$ cat config.mk
export PLATFORM = sky130hd
export DESIGN_NAME = mf3_scan_ctrl
export DESIGN_NICKNAME = d
export VERILOG_FILES = /design/src/rtl/core/mf3_pkg.sv /design/src/rtl/core/mf3_scan_ctrl.sv
export SDC_FILE = /design/constraint.sdc
export NUM_CORES = 1
export LEC_CHECK = 0
export ABC_CLOCK_PERIOD_IN_PS = 4600
export BUFFER_PORTS_ARGS = -buffer_cell sky130_fd_sc_hd__clkbuf_2
export CELL_PAD_IN_SITES_DETAIL_PLACEMENT = 0
export CELL_PAD_IN_SITES_GLOBAL_PLACEMENT = 1
export CORE_MARGIN = 1
export CORE_UTILIZATION = 24
export DETAILED_ROUTE_END_ITERATION = 12
export GPL_TIMING_DRIVEN = 0
export PLACE_DENSITY_LB_ADDON = 0.12
export SYNTH_ARGS = -nofsm -noshare
export SYNTH_HDL_FRONTEND = slang
export SYNTH_SLANG_ARGS = --single-unit
$ cat constraint.sdc
create_clock -name clk -period 4.6 [get_ports clk]
set_input_delay 0.23 -clock clk [delete_from_list [all_inputs] [get_ports clk]]
set_output_delay 0.23 -clock clk [all_outputs]
set_load 0.01 [all_outputs]
$ cat src/rtl/core/mf3_pkg.sv
// mf3_pkg: shared constants, types and compare helpers of the 3x3 median filter
// no dependencies; imported by every module of the filter core
`timescale 1ns / 1ps
`default_nettype none

package mf3_pkg;

	localparam int MAX_WIDTH    = 1024;
	localparam int MAX_HEIGHT   = 4096;
	localparam int MIN_DIM      = 3;
	localparam int PIX_W        = 8;
	localparam int COL_W        = $clog2(MAX_WIDTH);
	localparam int ROW_W        = $clog2(MAX_HEIGHT);
	localparam int WIDTH_REG_W  = 11;
	localparam int HEIGHT_REG_W = 13;
	localparam int CFG_DATA_W   = 13;
	localparam int CFG_IDX_W    = 2;
	localparam int WIN_SIZE     = 9;

	localparam logic [WIDTH_REG_W-1:0]  WIDTH_RESET  = WIDTH_REG_W'(640);
	localparam logic [HEIGHT_REG_W-1:0] HEIGHT_RESET = HEIGHT_REG_W'(480);

	typedef enum logic [CFG_IDX_W-1:0] {
		CFG_IMAGE_WIDTH  = 2'd0,
		CFG_IMAGE_HEIGHT = 2'd1
	} cfg_reg_t;

	typedef logic [PIX_W-1:0] pix_t;
	typedef pix_t [2:0] pix_row_t;

	// position info for one request
	typedef struct packed {
		logic             emit;
		logic             frame_end;
		logic [ROW_W-1:0] row;
		logic [COL_W-1:0] col;
		logic [COL_W-1:0] addr;
	} scan_info_t;

	function automatic pix_t min2(input pix_t a, input pix_t b);
		return (a < b) ? a : b;
	endfunction

	function automatic pix_t max2(input pix_t a, input pix_t b);
		return (a < b) ? b : a;
	endfunction

	function automatic pix_t med3(input pix_t a, input pix_t b, input pix_t c);
		return max2(min2(a, b), min2(max2(a, b), c));
	endfunction

	// element 0 smallest, element 2 largest
	function automatic pix_row_t sort3(input pix_row_t r);
		pix_row_t s;
		s[0] = min2(min2(r[0], r[1]), r[2]);
		s[1] = med3(r[0], r[1], r[2]);
		s[2] = max2(max2(r[0], r[1]), r[2]);
		return s;
	endfunction

endpackage

`default_nettype wire

$ cat src/rtl/core/mf3_scan_ctrl.sv
// mf3_scan_ctrl: frame size registers and raster column/row counters
// depends on mf3_pkg
`timescale 1ns / 1ps
`default_nettype none

module mf3_scan_ctrl import mf3_pkg::*; (
	input  wire logic                  clk,
	input  wire logic                  arst_n,
	input  wire logic                  cfg_we,
	input  wire logic [CFG_IDX_W-1:0]  cfg_index,
	input  wire logic [CFG_DATA_W-1:0] cfg_data,
	input  wire logic                  step,
	output scan_info_t                 info
);

	logic [WIDTH_REG_W-1:0]  width_q;
	logic [HEIGHT_REG_W-1:0] height_q;
	logic [COL_W-1:0]        col_q;
	logic [ROW_W-1:0]        row_q;

	logic [WIDTH_REG_W-1:0]  w_use;
	logic [HEIGHT_REG_W-1:0] h_use;
	logic [WIDTH_REG_W-1:0]  col_inc;
	logic [HEIGHT_REG_W-1:0] row_inc;

	always_ff @(posedge clk or negedge arst_n) begin
		if (!arst_n) begin
			width_q  <= WIDTH_RESET;
			height_q <= HEIGHT_RESET;
		end else if (cfg_we) begin
			unique case (cfg_index)
				CFG_IMAGE_WIDTH:  width_q  <= cfg_data[WIDTH_REG_W-1:0];
				CFG_IMAGE_HEIGHT: height_q <= cfg_data[HEIGHT_REG_W-1:0];
				default: ;
			endcase
		end
	end

	// clamp to the supported range
	always_comb begin
		if (width_q < WIDTH_REG_W'(MIN_DIM))
			w_use = WIDTH_REG_W'(MIN_DIM);
		else if (width_q > WIDTH_REG_W'(MAX_WIDTH))
			w_use = WIDTH_REG_W'(MAX_WIDTH);
		else
			w_use = width_q;
		if (height_q < HEIGHT_REG_W'(MIN_DIM))
			h_use = HEIGHT_REG_W'(MIN_DIM);
		else if (height_q > HEIGHT_REG_W'(MAX_HEIGHT))
			h_use = HEIGHT_REG_W'(MAX_HEIGHT);
		else
			h_use = height_q;
	end

	assign col_inc = {1'b0, col_q} + WIDTH_REG_W'(1);
	assign row_inc = {1'b0, row_q} + HEIGHT_REG_W'(1);

	always_ff @(posedge clk or negedge arst_n) begin
		if (!arst_n) begin
			col_q <= '0;
			row_q <= '0;
		end else if (step) begin
			if (col_inc >= w_use) begin
				col_q <= '0;
				row_q <= (row_inc >= h_use) ? '0 : row_inc[ROW_W-1:0];
			end else begin
				col_q <= col_inc[COL_W-1:0];
			end
		end
	end

	always_comb begin
		info.emit      = (row_q >= ROW_W'(2)) && (col_q >= COL_W'(2));
		info.frame_end = ({1'b0, row_q} == h_use - HEIGHT_REG_W'(1)) &&
		                 ({1'b0, col_q} == w_use - WIDTH_REG_W'(1));
		info.row       = row_q - ROW_W'(1);
		info.col       = col_q - COL_W'(1);
		info.addr      = col_q;
	end

endmodule

`default_nettype wire

==> metrics.txt <==
row count 47; pin count of the biggest net entering global routing 47; gr usage total 0.1523; setup TNS after final layout 0 ns; hold path depth 2; 1st-iter DRT viols 271; clk slew on worst S/H paths 0.06 ns; Die H 133.3 um; nets 593; CP Launch Type flip-flop; gpl congestion 0.8159; Slew HR 0.5338; clock latency on the worst-skew pair 0.30 ns; area grow syn2layout 17.49%; crit path max-delay cell type or4_4; Cell Pwr Density 512.8 nW/um2; critical path data arrival time 3.97 ns; # clock sinks 46; CTS buffer count 5; Slew Viols, Final 0; VDD IR max 0.0001772 V; yosys warns 0; Clock Tree Root clkbuf_16; Worst Clk Skew 0.005183 ns; Mapped Nets 534; worst r2r path cells 14; GR Util met2 0.2292; FILL cells 1832; Fin. Hold Viols 0; I/O pin cnt 53; status finished, final reports clean; ant diodes 0; synthesized cell area 4135 um2; ys flop type dfrtp_1; Die X 133.3 um; Post-synth EDFFs 0; drt via density 4.933; Max H-tree Level 2; antenna-violating nets left 0; first-pass GRT wire length 20.50 mm; met1 GRT Util 0.2229; Post-synth ARST share 1.000; placed cells 754; Post-CTS Setup Inserts 0; Seq/Total Area, Yosys 0.2802; Final min period 4.198 ns; max cap viols 0; vias in the first global route 3504; post-route insts no fill 763; DIE AREA 17760 um2; met3 usage in global routing 0.02055; Avg Inst Size Synth 8.562 um2; core area 16700 um2; R2R setup slack 0.59 ns; Vias 3764; worst hold endpoint height_q[12]$_DFFE_PN0P_; fraction of layout instances using a drive strength above 1 0.1989; FF-to-FF End row_q[2]$_DFFE_PN0P_; number of synthesized register bits 46; Pre-antenna DRT Iters 4; endpoint type of the worst setup path output pin; Max clock buf depth 2; CTS resizes 0; fin crit share 0.9126; wire per inst 17.22 um; hold slack 0.1653 ns; CP Max Fanout 10; worst path required time 4.37 ns; HP Start cfg_data[12]; initial antenna violation count 0; worst path cell trace or2_1, buf_2, or4_4, nor2_1, o21ai_0, ha_1, clkbuf_4, nand2_1, mux2i_1, a21oi_1, xnor2_1, a2111oi_0, nand4_1, and4bb_1, clkbuf_2; drc violations 0; Fmax 238.2 MHz; layer with the highest usage met2; FF-to-FF Start width_q[5]$_DFFE_PN0P_; count of cell types in the netlist 66; slew at the pin with the worst max-slew slack 0.6967 ns; CTS tree done; CP peak stage delay 0.45 ns; Mapped Cells 483; RSZ-0062 raised after global routing false; HP Class input port to flip-flop; DRT Wirelength 13.14 mm; Pleak 2.117 nW; global route total overflow 0; Final Setup Violations 0; DPL Wire Length 10.52 mm; input/output buffers 51; kind of critical path flip-flop to output pin; Starting Density 0.2476; fin util 0.2909
[synth_stat cells (7+ instances only)]
cell | number | area, um2
nor3_1 | 20 | 100.1
mux2_2 | 24 | 270.3
a211oi_1 | 7 | 52.55
nand3_1 | 22 | 110.1
clkbuf_1 | 22 | 82.58
nor2_1 | 27 | 101.4
mux2i_1 | 7 | 70.07
a21oi_1 | 15 | 75.07
xnor2_1 | 38 | 332.8
nand2b_1 | 10 | 62.56
dfrtp_1 | 40 | 1001
nor4_1 | 7 | 43.79
ha_1 | 32 | 400.4
inv_1 | 16 | 60.06
xor2_1 | 16 | 140.1
o21ai_0 | 25 | 125.1
nand2_1 | 53 | 198.9
a22o_1 | 9 | 78.83
[sequential cells by signal, indices dropped and copies added, names as in the netlist]
signal and cells:
col_q 10, height_q 13, row_q 12, width_q 11
[through the flow]
stage	area [um2]	total power [mW]	setup WS (ns)
final	4858	2.491	0.4022
after global routing	4858	2.725	0.07798
after CTS	4832	2.541	0.2646
after detailed placement	4666	2.111	0.6119
after global placement	4666	2.106	0.6149
after floorplan	4135	1.603	1.218
[logic make-up (layout without fill, tap and decap cells)]
group / count (synthesis) / count (layout) / share of synthesized area
buffers and inverters: 49 / 109 / 0.05113
AO/OA/AOI/OAI: 98 / 98 / 0.1613
AND/OR/NAND/NOR: 172 / 172 / 0.2112
XOR/XNOR: 54 / 54 / 0.1144
flip-flops: 46 / 46 / 0.2802
adder cells (fa/ha/maj): 32 / 32 / 0.09682
multiplexers: 32 / 32 / 0.08502
[placed cells by master (no fill, tap or decap), types with 20 or more instances in the layout]
master,n
ha_1,32
dfrtp_1,40
nand3_1,22
nand2_1,53
nor3_1,20
clkbuf_1,21
xnor2_1,38
mux2_2,24
nor2_1,27
clkbuf_2,51
o21ai_0,25
[power by group]
group	internal (mW)	switching [mW]
combinational	0.603	0.856
sequential	0.496	0.126
clock	0.246	0.164
total	1.35	1.15
[worst max-delay path, delay by kind of cell (launching register included)]
family	cells	cell delay, ns
AOI/OAI and AO/OA	3	0.83
xor gates and xnor gates	1	0.10
adders and majority gates	1	0.27
buffers and inverters	3	0.51
DFF	1	0.44
muxes	1	0.07
and+or+nand+nor	6	1.44
[how the worst max path moves through the flow]
stage                                 start                   end
global placement    height_q[4]$_DFFE_PN0P_              info[32]
global route        height_q[6]$_DFFE_PN1P_              info[32]
finish               width_q[5]$_DFFE_PN0P_              info[32]
detailed placement  height_q[6]$_DFFE_PN1P_              info[32]
floorplan            width_q[5]$_DFFE_PN0P_  row_q[2]$_DFFE_PN0P_
CTS                 height_q[6]$_DFFE_PN1P_              info[32]
[per-layer routing]
metal  wire length (um)  part of all wire  vias up
li1                   -                 -     1859
met1               6582              0.50     1817
met2               5857              0.45       79
met3                529             0.040        9
met4                170             0.013        0
met5                  0                 0        -
[final cells by class]
cell class                      instances  area, um2  area share
Buffer                                 31      143.9     0.02962
Multi-Input combinational cell        388       2765      0.5691
Tap cell                              220      275.3     0.05666
Inverter                               17      63.81     0.01313
Timing Repair Buffer                   53      285.3     0.05872
Clock buffer                            8      166.4     0.03425
Sequential cell                        46       1159      0.2385
[what timing repair did]
item | CTS | global route
setup endpoints to repair | 0 | 1
hold endpoints to repair | 0 | 10
hold buffers | 0 | 1
Note: power is estimated with default switching activity, not from simulation.
